==> src/design/nca_pkg.sv <==
package nca_pkg;

  // Field widths of the request and result payloads
  localparam int unsigned CiW      = 4;
  localparam int unsigned EiW      = 8;
  localparam int unsigned ValW     = 16;
  localparam int unsigned ClW      = 4;
  localparam int unsigned SimW     = 32;
  localparam int unsigned KCfgW    = 5;
  localparam int unsigned DimCfgW  = 9;
  localparam int unsigned CfgDataW = 9;
  localparam int unsigned ProdW    = 32;
  localparam int unsigned AccW     = 40;

  // Register reset values
  localparam logic [KCfgW-1:0]   K_RESET   = 5'd16;
  localparam logic [DimCfgW-1:0] DIM_RESET = 9'd256;

  // Running best starts at -2.0 in Q2.30
  localparam logic signed [SimW-1:0] BEST_START = 32'sh8000_0000;
  localparam logic signed [SimW-1:0] SIM_MAX    = 32'sh7fff_ffff;

  typedef enum logic {
    KIND_LOAD   = 1'b0,
    KIND_VECTOR = 1'b1
  } kind_e;

  typedef enum logic {
    CFG_K_IN_USE   = 1'b0,
    CFG_DIM_IN_USE = 1'b1
  } cfg_idx_e;

  typedef enum logic [1:0] {
    ST_IDLE,
    ST_MAC,
    ST_CMP,
    ST_OUT
  } state_e;

  typedef struct packed {
    kind_e                  kind;
    logic [CiW-1:0]         centroid_index;
    logic [EiW-1:0]         element_index;
    logic signed [ValW-1:0] value;
  } req_t;

  typedef struct packed {
    logic [ClW-1:0]         cluster;
    logic signed [SimW-1:0] similarity;
  } res_t;

  // Controller to datapath commands
  typedef struct packed {
    logic load_we;   // write one centroid element
    logic latch;     // capture the vector element
    logic step_clr;  // restart the step counter
    logic mac;       // multiply-accumulate sweep over the centroids
    logic cmp;       // compare sweep over the accumulators
    logic pos_inc;   // advance to the next element position
    logic finish;    // clear accumulators and position after a result
  } cmd_t;

  // Datapath to controller status
  typedef struct packed {
    logic mac_done;
    logic cmp_done;
    logic vec_last;
  } stat_t;

endpackage

==> src/design/nca_ctrl.sv <==
module nca_ctrl (
  input  logic            clk_i,
  input  logic            rst_ni,
  input  logic            start,
  input  nca_pkg::kind_e  kind_i,
  input  nca_pkg::stat_t  stat_i,
  output nca_pkg::cmd_t   cmd_o,
  output logic            busy,
  output logic            result_valid_o
);

  nca_pkg::state_e state_q, state_d;

  // State register
  always_ff @(posedge clk_i or negedge rst_ni) begin
    if (!rst_ni) begin
      state_q <= nca_pkg::ST_IDLE;
    end else begin
      state_q <= state_d;
    end
  end

  // Next state and commands
  always_comb begin
    state_d = state_q;
    cmd_o   = '0;
    unique case (state_q)
      nca_pkg::ST_IDLE: begin
        if (start) begin
          if (kind_i == nca_pkg::KIND_LOAD) begin
            cmd_o.load_we = 1'b1;
          end else begin
            cmd_o.latch    = 1'b1;
            cmd_o.step_clr = 1'b1;
            state_d        = nca_pkg::ST_MAC;
          end
        end
      end
      nca_pkg::ST_MAC: begin
        cmd_o.mac = 1'b1;
        if (stat_i.mac_done) begin
          if (stat_i.vec_last) begin
            cmd_o.step_clr = 1'b1;
            state_d        = nca_pkg::ST_CMP;
          end else begin
            cmd_o.pos_inc = 1'b1;
            state_d       = nca_pkg::ST_IDLE;
          end
        end
      end
      nca_pkg::ST_CMP: begin
        cmd_o.cmp = 1'b1;
        if (stat_i.cmp_done) begin
          state_d = nca_pkg::ST_OUT;
        end
      end
      nca_pkg::ST_OUT: begin
        cmd_o.finish = 1'b1;
        state_d      = nca_pkg::ST_IDLE;
      end
      default: begin
        state_d = nca_pkg::ST_IDLE;
      end
    endcase
  end

  assign busy           = (state_q != nca_pkg::ST_IDLE);
  assign result_valid_o = (state_q == nca_pkg::ST_OUT);

`ifndef ASSERT_OFF
  a_load_no_busy: assert property (@(posedge clk_i) disable iff (!rst_ni)
    (start && !busy && kind_i == nca_pkg::KIND_LOAD) |=> !busy)
    else $error("load request left the block busy");

  a_vector_sweep: assert property (@(posedge clk_i) disable iff (!rst_ni)
    (start && !busy && kind_i == nca_pkg::KIND_VECTOR) |=> state_q == nca_pkg::ST_MAC)
    else $error("vector request did not start the sweep");

  a_mid_vector: assert property (@(posedge clk_i) disable iff (!rst_ni)
    (state_q == nca_pkg::ST_MAC && stat_i.mac_done && !stat_i.vec_last)
      |=> !busy && !result_valid_o)
    else $error("mid-vector element did not return to idle");

  a_single_strobe: assert property (@(posedge clk_i) disable iff (!rst_ni)
    result_valid_o |=> !result_valid_o && !busy)
    else $error("result strobe held longer than one cycle");
`endif

endmodule

==> config.mk <==
export PLATFORM = sky130hd
export DESIGN_NAME = nca_ctrl
export DESIGN_NICKNAME = d
export VERILOG_FILES = /design/src/design/nca_pkg.sv /design/src/design/nca_ctrl.sv
export SDC_FILE = /design/constraint.sdc
export NUM_CORES = 1
export LEC_CHECK = 0
export ABC_AREA = 1
export BUFFER_PORTS_ARGS = -buffer_cell sky130_fd_sc_hd__buf_2
export CORE_AREA = 2 2 39 41
export CTS_CLUSTER_DIAMETER = 60
export DETAILED_ROUTE_END_ITERATION = 10
export DIE_AREA = 0 0 41 43
export PLACE_DENSITY_LB_ADDON = 0.15
export SYNTH_ARGS = -nofsm -noshare
export SYNTH_HDL_FRONTEND = slang
export SYNTH_SLANG_ARGS = --single-unit
==> constraint.sdc <==
create_clock -name clk_i -period 3 [get_ports clk_i]
set_clock_uncertainty 0.1 [all_clocks]
set_input_delay 0.6 -clock clk_i [delete_from_list [all_inputs] [get_ports clk_i]]
set_output_delay 0.6 -clock clk_i [all_outputs]
set_load 0.05 [all_outputs]
==> reports/results.tsv, run 1 <==
stage	metric	value	unit
status	status	finished, final reports clean	
clocking	hold buffer count at cts	0	
finish	Final nets	53	
worst_setup_path	cell at the slowest stage of the critical path	dfrtp_1	
timing	Slew headroom	0.836	
finish	number of fillers in the final layout	160	
finish	post-layout util	0.199	
worst_setup_path	critical path's top delay family	flip-flops	
die	row count	14	
timing	Final WS setup	0.982	ns
clocking	PostCTS Resize Cnt	0	
worst_setup_path	Worst EP required	2.30	ns
grt	global-route wire length before repair	690	microns
worst_setup_path	R2R Setup Slk	1.95	ns
timing	Hold Slack	0.0511	ns
worst_setup_path	worst path cell trace	nor2_2 > nand3_1 > nand2_1 > buf_2	
die	Die Wd	41	microns
clocking	# clock sinks	2	
synthesis	Post-synth EDFFs	0	
worst_setup_path	Crit Path Max Fanout	6	
placed_design	Final Wtd Congestion	0.654	
clocking	CTS clock-pin slew for the worst setup and hold paths	0.03	ns
grt	gr ovfl total	0	
timing	final setup fails	0	
synthesis	Syn Std Cell Area	165	sq um
die	Starting Density	0.119	
clocking	maximum clock path buffer count	2	
timing	endpoints failing hold	0	
grt	GRT Util Overall	0.0591	
placed_design	Post-DP HPWL	389	microns
detailed_routing	wire per inst	7.93	microns
clocking	CTS tree	yes	
clocking	cts bufs inserted	3	
synthesis	Seq/Total Area, Yosys	0.303	
worst_setup_path	critical path capture point type	primary output	
detailed_routing	ANT nets after route	0	
worst_hold_path	worst hold path class	in2async	
worst_setup_path	crit path launch type	flop	
synthesis	Syn Area/Cell	6.12	sq um
clocking	Root Driver	clkbuf_4	
finish	Layout area overhead	66.7	%
finish	area of the multi-input gates	85.1	sq um
timing	fin. max-slew vios	0	
placed_design	IO buf count	15	
timing	total negative slack	0	ns
synthesis	synth warn	0	
timing	final period utilization	0.673	
clocking	htree depth	1	
worst_setup_path	slowest stage delay, CP	0.45	ns
flow_run	maxcap violations	0	
grt	initial antenna violation count	0	
grt	vias in the first global route	184	
timing	Period minus WS final	2.02	ns
detailed_routing	# DRC	0	
clocking	setup bufs post-CTS	0	
synthesis	Main synth FF type	dfrtp_1	
synthesis	cell taking the most area after synthesis	dfrtp_1	
die	Die ar.	1760	sq um
synthesis	top-area cell type share of the netlist area	0.303	
synthesis	Synth Register Bits	2	
synthesis	Synth top cells by count	nand2_1, inv_1, nor2_2	
timing	RSZ-0062 raised after global routing	no	
synthesis	Syn Inst Count	27	
detailed_routing	Iter 0 DRT Violations	3	
timing	Max Clk Rate	495	MHz
worst_setup_path	arrival time worst endpoint	1.32	ns
detailed_routing	Pre-antenna DRT Iters	3	
timing	transition time of the tightest slew-check pin	0.248	ns
die	I/O pins	16	
finish	register area	50.0	sq um
clocking	clk_lat worst skew	0.23	ns
synthesis	Synth Net Count	34	
placed_design	setup slack after placement	1.12	ns
die	Core ar.	1380	sq um
finish	# diodes	0	
detailed_routing	Vias	209	
worst_setup_path	WS Path Type	reg2out	
synthesis	largest cells by area after synthesis	dfrtp_1, nand2_1, inv_1	
detailed_routing	Vias/cell	3.48	
die	chip height	43	microns
synthesis	most frequent cell after synthesis	nand2_1	
worst_setup_path	crit path buf inv count	1	
synthesis	Post-synth ARST share	1.00	
detailed_routing	routed wire length	476	microns
finish	share of cells above drive strength 1	0.523	
grt	largest net degree at the start of global routing	7	
synthesis	library cells used by synthesis	10	
==> placed cells by master, fill, tap and decap left out <==
master    synthesis  final
dfrtp_1           2      2
inv_1             5      5
nor2_1            1      1
nor2_2            3      3
buf_2             0     15
nor3_1            1      1
nand3_2           1      1
inv_2             1      1
clkbuf_4          0      3
nand2_1          10     10
nand3_1           2      2
==> routing by layer <==
layer / wire (microns) / vias up / global-route usage
li1: - / 114 / -
met1: 219 / 86 / 0.0863
met2: 219 / 9 / 0.0719
met3: 38 / 0 / 0.0157
met4: 0 / 0 / 0.0400
met5: 0 / - / 0
==> final timing paths <==
kind	end	depth (start not counted)
setup reg to reg	state_q[0]	4
min in group clk_i	flop	3
hold / removal	state_q[0]	1
max in group asynchronous	asynchronous set/reset pin	1
hold reg to reg	state_q[0]	3
setup / recovery	cmd_o[4]	4
==> layout make-up <==
type | count | share of cell area
clock buffer | 3 | 0.0818
inverter | 6 | 0.0818
multi-input combinational | 18 | 0.309
sequential | 2 | 0.182
tap | 16 | 0.0727
timing repair buffer | 15 | 0.273
==> worst register-to-register path, delay by kind of cell (launching register included) <==
kind	cells	cell delay, ns
DFF	1	0.45
and+or+nand+nor	4	0.41
==> logic make-up (layout without fill, tap and decap cells) <==
logic type             Yosys count  in the layout  share of synthesized area
and+or+nand+nor                 18             18                      0.515
buffers and inverters            7             24                      0.182
DFF                              2              2                      0.303
==> through the flow <==
step	std cells	area, sq um
after floorplan	27	165
after global placement	57	253
after detailed placement	57	253
after CTS	60	275
after global routing	60	275
final	60	275
Power of run 1 is left out: the tool's default activity adds up to more than one toggle a clock period on the data nets, which glitch-free logic cannot reach.
==> run 2, diff against run 1 <==
ABC_AREA = 0   (was 1)
clock period = 1.85 ns   (was 3 ns; I/O delays follow)
==> run 2 against run 1 <==
  * Via count shrank 8.6%
  * Core utilization grew 2.9 points
  * Die area is the same
  * Count of clock-buffer cells in the layout is the same
  * Critical path depth shrank 1
  * Setup slack lost 0.91 ns
  * Critical path type unchanged
  * Register-to-register slack lost 1.2 ns
  * Hold slack gained 0.25 ns
  * Wire length grew 5.3%
==> reports/results.tsv, run 2 <==
stage	metric	value	unit	change
detailed_routing	met2 wire len	242	microns	+11%
worst_setup_path	cell at the slowest stage of the critical path	dfrtp_1		
timing	transition time of the tightest slew-check pin	0.253	ns	+0.00500 ns
worst_setup_path	worst path cell trace	or2_4 > nor3b_4 > buf_6		
clocking	clk_lat worst skew	0.23	ns	about the same
synthesis	Synth top cells by count	dfrtp_1, nand3_1, nand3b_1		
worst_setup_path	R2R Path End	state_q[0]		
flow_run	maxcap violations	0		unchanged
detailed_routing	Iter 0 DRT Violations	4		+1
finish	Layout area overhead	89.5	%	
grt	largest net degree at the start of global routing	10		+3
worst_setup_path	R2R depth	3		-1
synthesis	synth warn	0		unchanged
grt	GRT Util Overall	0.0783		+0.0192
pwr	Leak	0.174	nW	
clocking	maximum clock path buffer count	2		unchanged
die	Starting Density	0.120		+0.000905
synthesis	Seq/Total Area, Yosys	0.301		-0.00228
die	I/O pins	16		unchanged
finish	Final nets	46		-13%
detailed_routing	Vias/cell	3.60		+3.5%
synthesis	Post-synth ARST share	1.00		unchanged
detailed_routing	Metal-1 WL	213	microns	-2.7%
worst_setup_path	WS Path Type	reg2out		
synthesis	Main synth FF type	dfrtp_1		
synthesis	top-area cell type share of the netlist area	0.301		-0.00228
finish	commonest non-fill, non-tap cell in the layout	buf_2		
synthesis	largest cells by area after synthesis	dfrtp_1, nand3b_1, nor3b_2		
worst_setup_path	crit path launch type	flop		
die	row count	14		unchanged
worst_setup_path	Worst EP required	1.38	ns	-0.92 ns
synthesis	Synth Register Bits	2		unchanged
timing	final setup fails	0		unchanged
timing	Slew headroom	0.832		-0.00331
synthesis	library cells used by synthesis	15		+5
worst_setup_path	arrival time worst endpoint	1.30	ns	-0.02 ns
timing	final period utilization	0.959		
synthesis	Syn Inst Count	18		-33%
synthesis	Syn Std Cell Area	166	sq um	+0.76%
synthesis	Post-synth EDFFs	0		unchanged
detailed_routing	routed wire length	501	microns	+5.3%
die	Core ar.	1380	sq um	unchanged
synthesis	Synth Net Count	25		-26%
detailed_routing	Top Metal Used	met3		
finish	highest-count cells in the layout ignoring fill and taps	buf_2, clkbuf_4, nand3b_1, nand3_1, dfrtp_1		
worst_setup_path	critical path endpoint	cmd_o[6]		
pwr	Worst VDD drop	0.505	mV	
timing	endpoints failing hold	0		unchanged
detailed_routing	wire per inst	9.45	microns	+19%
synthesis	cell taking the most area after synthesis	dfrtp_1		
timing	Period minus WS final	1.77	ns	
worst_setup_path	slowest stage delay, CP	0.43	ns	-0.02 ns
clocking	htree depth	1		unchanged
timing	Hold Slack	0.299	ns	+0.248 ns
placed_design	IO buf count	15		unchanged
worst_hold_path	worst hold path class	in2reg		
timing	fin. max-slew vios	0		unchanged
worst_setup_path	R2R Setup Slk	0.71	ns	-1.24 ns
clocking	# clock sinks	2		unchanged
clocking	cts bufs inserted	3		unchanged
worst_setup_path	Crit Path Max Fanout	9		+3
timing	RSZ-0062 raised after global routing	no		
worst_setup_path	critical path capture point type	primary output		
timing	Max Clk Rate	564	MHz	
detailed_routing	# DRC	0		unchanged
status	status	finished, final reports clean		
grt	vias in the first global route	182		-1.1%
worst_setup_path	Critical path origin	state_q[0]		
detailed_routing	met3 WL	44	microns	+16%
die	Die ar.	1760	sq um	unchanged
clocking	setup bufs post-CTS	0		unchanged
finish	share of cells above drive strength 1	0.622		+0.0989
placed_design	Final Wtd Congestion	0.603		-7.8%
timing	total negative slack	0	ns	unchanged
finish	# diodes	0		unchanged
grt	initial antenna violation count	0		unchanged
placed_design	Post-DP HPWL	378	microns	-2.8%
grt	global-route wire length before repair	765	microns	+11%
die	Die Wd	41	microns	unchanged
clocking	CTS tree	yes		
pwr	Power Dens Cells	1770	nW/um^2	
clocking	Root Driver	clkbuf_4		
grt	gr ovfl total	0		unchanged
detailed_routing	Vias	191		-8.6%
detailed_routing	Pre-antenna DRT Iters	3		unchanged
die	chip height	43	microns	unchanged
detailed_routing	ANT nets after route	0		unchanged
synthesis	Syn Area/Cell	9.25	sq um	+51%
clocking	CTS clock-pin slew for the worst setup and hold paths	0.04	ns	about the same
-- run 2: cell types whose count changed in the layout (fill, tap and decap cells not counted), sizes merged, moves of 2 or more --
cell | previous run | this run
nand3b | 0 | 2
nor2 | 4 | 0
nand2 | 10 | 0
inv | 6 | 1
-- run 2: how the worst min path moves through the flow --
stage / slack (ns) / endpoint / cells after the start / start
finish: 0.30 / state_q[0] / 3 / stat_i[1]
global route: 0.31 / state_q[0] / 3 / stat_i[1]
CTS: 0.29 / state_q[0] / 3 / stat_i[1]
detailed placement: 0.06 / asynchronous set/reset pin / 1 / rst_ni
global placement: 0.05 / asynchronous set/reset pin / 1 / rst_ni
floorplan: -0.03 / asynchronous set/reset pin / 0 / rst_ni
-- run 2: repair_timing --
action / 4_1_cts / 5_1_grt
endpoints found under the hold margin: 2 / 0
setup endpoints to repair: 1 / 2
hold buffers: 1 / 0
gates resized for setup: 1 / 2
-- run 2: critical path: cells and delay by family (launching register included) --
family,cells,cell delay (ns)
flip-flops,1,0.43
AND/OR/NAND/NOR,2,0.46
buffers and inverters,1,0.18
-- run 2: through the flow --
| step | total power (W) | area [sq um] | instances | utilization | setup slack [ns] |
|---|---|---|---|---|---|
| floorplan | 0.000373 | 179 | 18 | - | 0.0221 |
| global placement | 0.000450 | 274 | 49 | 0.198 | 0.243 |
| detailed placement | 0.000450 | 274 | 49 | 0.198 | 0.231 |
| CTS | 0.000560 | 309 | 53 | 0.223 | 0.0399 |
| global route | 0.000597 | 315 | 53 | 0.228 | 0.00334 |
| finish | 0.000558 | 315 | 53 | 0.228 | 0.0755 |
-- run 2: final cells by class --
| cell class | instances | area [sq um] |
|---|---|---|
| inverters | 1 | 3.75 |
| clock buffers | 3 | 22.5 |
| multi-input cells | 14 | 118 |
| fillers | 160 | 1070 |
| flip-flops and latches | 2 | 50.0 |
| well taps | 16 | 20.0 |
| repair buffers | 17 | 101 |
-- run 2: layer usage --
| layer | vias up | GRT usage |
|---|---|---|
| met5 | - | 0 |
| met4 | 0 | 0.140 |
| met3 | 0 | 0.0366 |
| met2 | 11 | 0.0750 |
| met1 | 78 | 0.0836 |
| li1 | 102 | - |
-- run 2: kinds of logic after synthesis --
group / Yosys count / share of synthesized area
and+or+nand+nor: 12 / 0.556
buffers and inverters: 2 / 0.0677
DFF: 2 / 0.301
AOI/OAI and AO/OA: 2 / 0.0752
-- run 2: where the power goes --
group	total (W)	leakage [nW]	switching [W]	internal (W)
clock network	0.000102	0.0138	0.0000297	0.0000720
registers	0.0000790	0.0259	0.0000189	0.0000601
logic	0.000377	0.134	0.000258	0.000119
total	0.000558	0.174	0.000306	0.000251
Note: power is estimated with default switching activity, not from simulation.
==> run 3, diff against run 2 <==
GPL_TIMING_DRIVEN = 0   (was not set)
SKIP_CTS_REPAIR_TIMING = 1   (was not set)
==> run 3 against run 2 <==
  * Final cell count is the same
  * Flip-flop and latch count is the same
  * Cell area grew 0.40%
  * Power decreased by 1.4%
  * Hold slack worse by 0.0032 ns
  * Critical path depth stayed put
  * Maximum frequency shrank 0.95%
  * Combinational power down 5%
  * Non-clock buffer count unchanged
  * Largest power group unchanged
==> reports/results.tsv, run 3 (synthesis gave the netlist of run 2 again) <==
stage	metric	value	unit	change
worst_setup_path	critical path's top delay family	simple AND/OR/NAND/NOR gates		
worst_setup_path	Worst EP required	1.38	ns	about the same
worst_setup_path	R2R Path End	state_q[0]		
pwr	Leak	0.173	nW	-0.86%
die	chip height	43	microns	unchanged
timing	RSZ-0062 raised after global routing	yes		
clocking	# clock sinks	2		unchanged
timing	endpoints failing hold	0		unchanged
clocking	htree depth	1		unchanged
worst_setup_path	cell at the slowest stage of the critical path	dfrtp_2		
worst_setup_path	R2R Setup Slk	0.77	ns	+0.06 ns
detailed_routing	Vias/cell	3.77		+4.7%
finish	Finished Cell Area	317	sq um	+0.40%
placed_design	IO buf count	15		unchanged
grt	initial antenna violation count	0		unchanged
placed_design	Post-DP HPWL	372	microns	-1.7%
finish	post-layout util	0.229		+0.000904
die	Core ar.	1380	sq um	unchanged
worst_setup_path	critical path depth	3		unchanged
detailed_routing	wire per inst	9.09	microns	-3.8%
pwr	Seq pwr share	0.169		+0.027
grt	global-route wire length before repair	828	microns	+8.2%
timing	Max Clk Rate	558	MHz	-0.95%
die	row count	14		unchanged
worst_setup_path	Crit Path Max Fanout	9		unchanged
grt	largest net degree at the start of global routing	10		unchanged
pwr	Comb pwr share	0.651		-0.025
clocking	Root Driver	clkbuf_4		
clocking	cts bufs inserted	3		unchanged
worst_setup_path	slowest stage delay, CP	0.45	ns	+0.02 ns
die	Die Wd	41	microns	unchanged
finish	highest-count cells in the layout ignoring fill and taps	buf_2, clkbuf_4, nand3b_1, nand3_1		
detailed_routing	routed wire length	482	microns	-3.8%
finish	share of cells above drive strength 1	0.649		+0.0270
finish	number of fillers in the final layout	173		+8.1%
pwr	Internal	0.000247	W	-1.5%
worst_setup_path	crit path launch type	flop		
die	Die ar.	1760	sq um	unchanged
pwr	Power Dens Cells	1740	nW/um^2	-1.8%
worst_setup_path	critical path endpoint	cmd_o[6]		
die	I/O pins	16		unchanged
timing	transition time of the tightest slew-check pin	0.250	ns	-0.00373 ns
detailed_routing	Iter 0 DRT Violations	7		+3
finish	commonest non-fill, non-tap cell in the layout	buf_2		
worst_hold_path	worst hold path class	in2reg		
timing	fin. max-slew vios	0		unchanged
finish	# diodes	0		unchanged
grt	GRT Util Overall	0.0792		+0.000845
worst_setup_path	R2R depth	2		-1
clocking	maximum clock path buffer count	2		unchanged
pwr	sw frac	0.550		about the same
worst_setup_path	crit path buf inv count	1		unchanged
clocking	CTS clock-pin slew for the worst setup and hold paths	0.03	ns	about the same
pwr	Clk pwr share	0.180		-0.002
timing	final setup fails	0		unchanged
grt	vias in the first global route	181		-0.55%
detailed_routing	ANT nets after route	0		unchanged
placed_design	Area after DPL	274	sq um	unchanged
finish	Layout area overhead	90.2	%	
timing	Slew headroom	0.835		+0.00247
worst_hold_path	Hold Crit Depth	3		unchanged
placed_design	Final Wtd Congestion	0.601		-0.33%
flow_run	maxcap violations	0		unchanged
die	Starting Density	0.120		unchanged
timing	final period utilization	0.968		+0.00918
timing	Period minus WS final	1.79	ns	+0.0170 ns
finish	Final nets	46		unchanged
status	status	finished, final reports clean		
worst_hold_path	hold path startpoint	stat_i[1]		
pwr	P_sw	0.000302	W	-1.4%
grt	gr ovfl total	0		unchanged
worst_setup_path	arrival time worst endpoint	1.32	ns	+0.02 ns
clocking	CTS tree	yes		
worst_setup_path	critical path capture point type	primary output		
detailed_routing	Vias	200		+4.7%
clocking	clk_lat worst skew	0.23	ns	about the same
detailed_routing	Pre-antenna DRT Iters	2		-1
worst_setup_path	worst path cell trace	or2_4 > nor3b_4 > buf_6		
detailed_routing	# DRC	0		unchanged
worst_setup_path	WS Path Type	reg2out		
pwr	Worst VDD drop	0.486	mV	-3.6%
run 3: cell counts in the layout (fill, tap and decap cells not counted):
No cell type changed its count.
run 3: layout make-up:
class	count	area (sq um)	share of cell area
plain buffers	1	7.51	0.0237
inverters	1	3.75	0.0119
flip-flops and latches	2	51.3	0.162
clock buffers	3	22.5	0.0711
well taps	16	20.0	0.0632
repair buffers	16	93.8	0.296
multi-input cells	14	118	0.372
run 3: metal layers:
layer / vias up / global-route usage / part of all wire
li1: 101 / - / -
met1: 84 / 0.0895 / 0.42
met2: 13 / 0.0844 / 0.44
met3: 2 / 0.0471 / 0.11
met4: 0 / 0.100 / 0.029
met5: - / 0 / 0
run 3: per-stage QoR:
step           hold slack [ns]  total power (W)  setup TNS, ns  worst slack [ns]  cells
2_1_floorplan          -0.0256         0.000373              0            0.0221     18
3_3_place_gp            0.0550         0.000443              0             0.192     49
3_5_place_dp            0.0552         0.000446              0             0.178     49
4_1_cts                 -0.191         0.000552        -0.0664           -0.0664     52
5_1_grt                  0.299         0.000594        -0.0182           -0.0182     53
6_report                 0.296         0.000550              0            0.0585     53
run 3: how the worst min path moves through the flow:
| stage | end |
|---|---|
| finish | state_q[0] |
| detailed placement | asynchronous set/reset pin |
| global route | state_q[0] |
| global placement | state_q[0] |
| CTS | state_q[0] |
| floorplan | asynchronous set/reset pin |
run 3: power groups by stage:
stage | clock network (W) | logic (W) | registers [W]
2_1_floorplan | 0 | 0.000290 | 0.0000828
3_3_place_gp | 0 | 0.000351 | 0.0000920
3_5_place_dp | 0 | 0.000352 | 0.0000941
4_1_cts | 0.000105 | 0.000353 | 0.0000935
5_1_grt | 0.000112 | 0.000381 | 0.000101
6_report | 0.0000989 | 0.000358 | 0.0000931
run 3: worst register-to-register path: stages (launching register included):
cell and delay (ns):
dfrtp_2 0.45, or3b_1 0.38, nand3_1 0.08
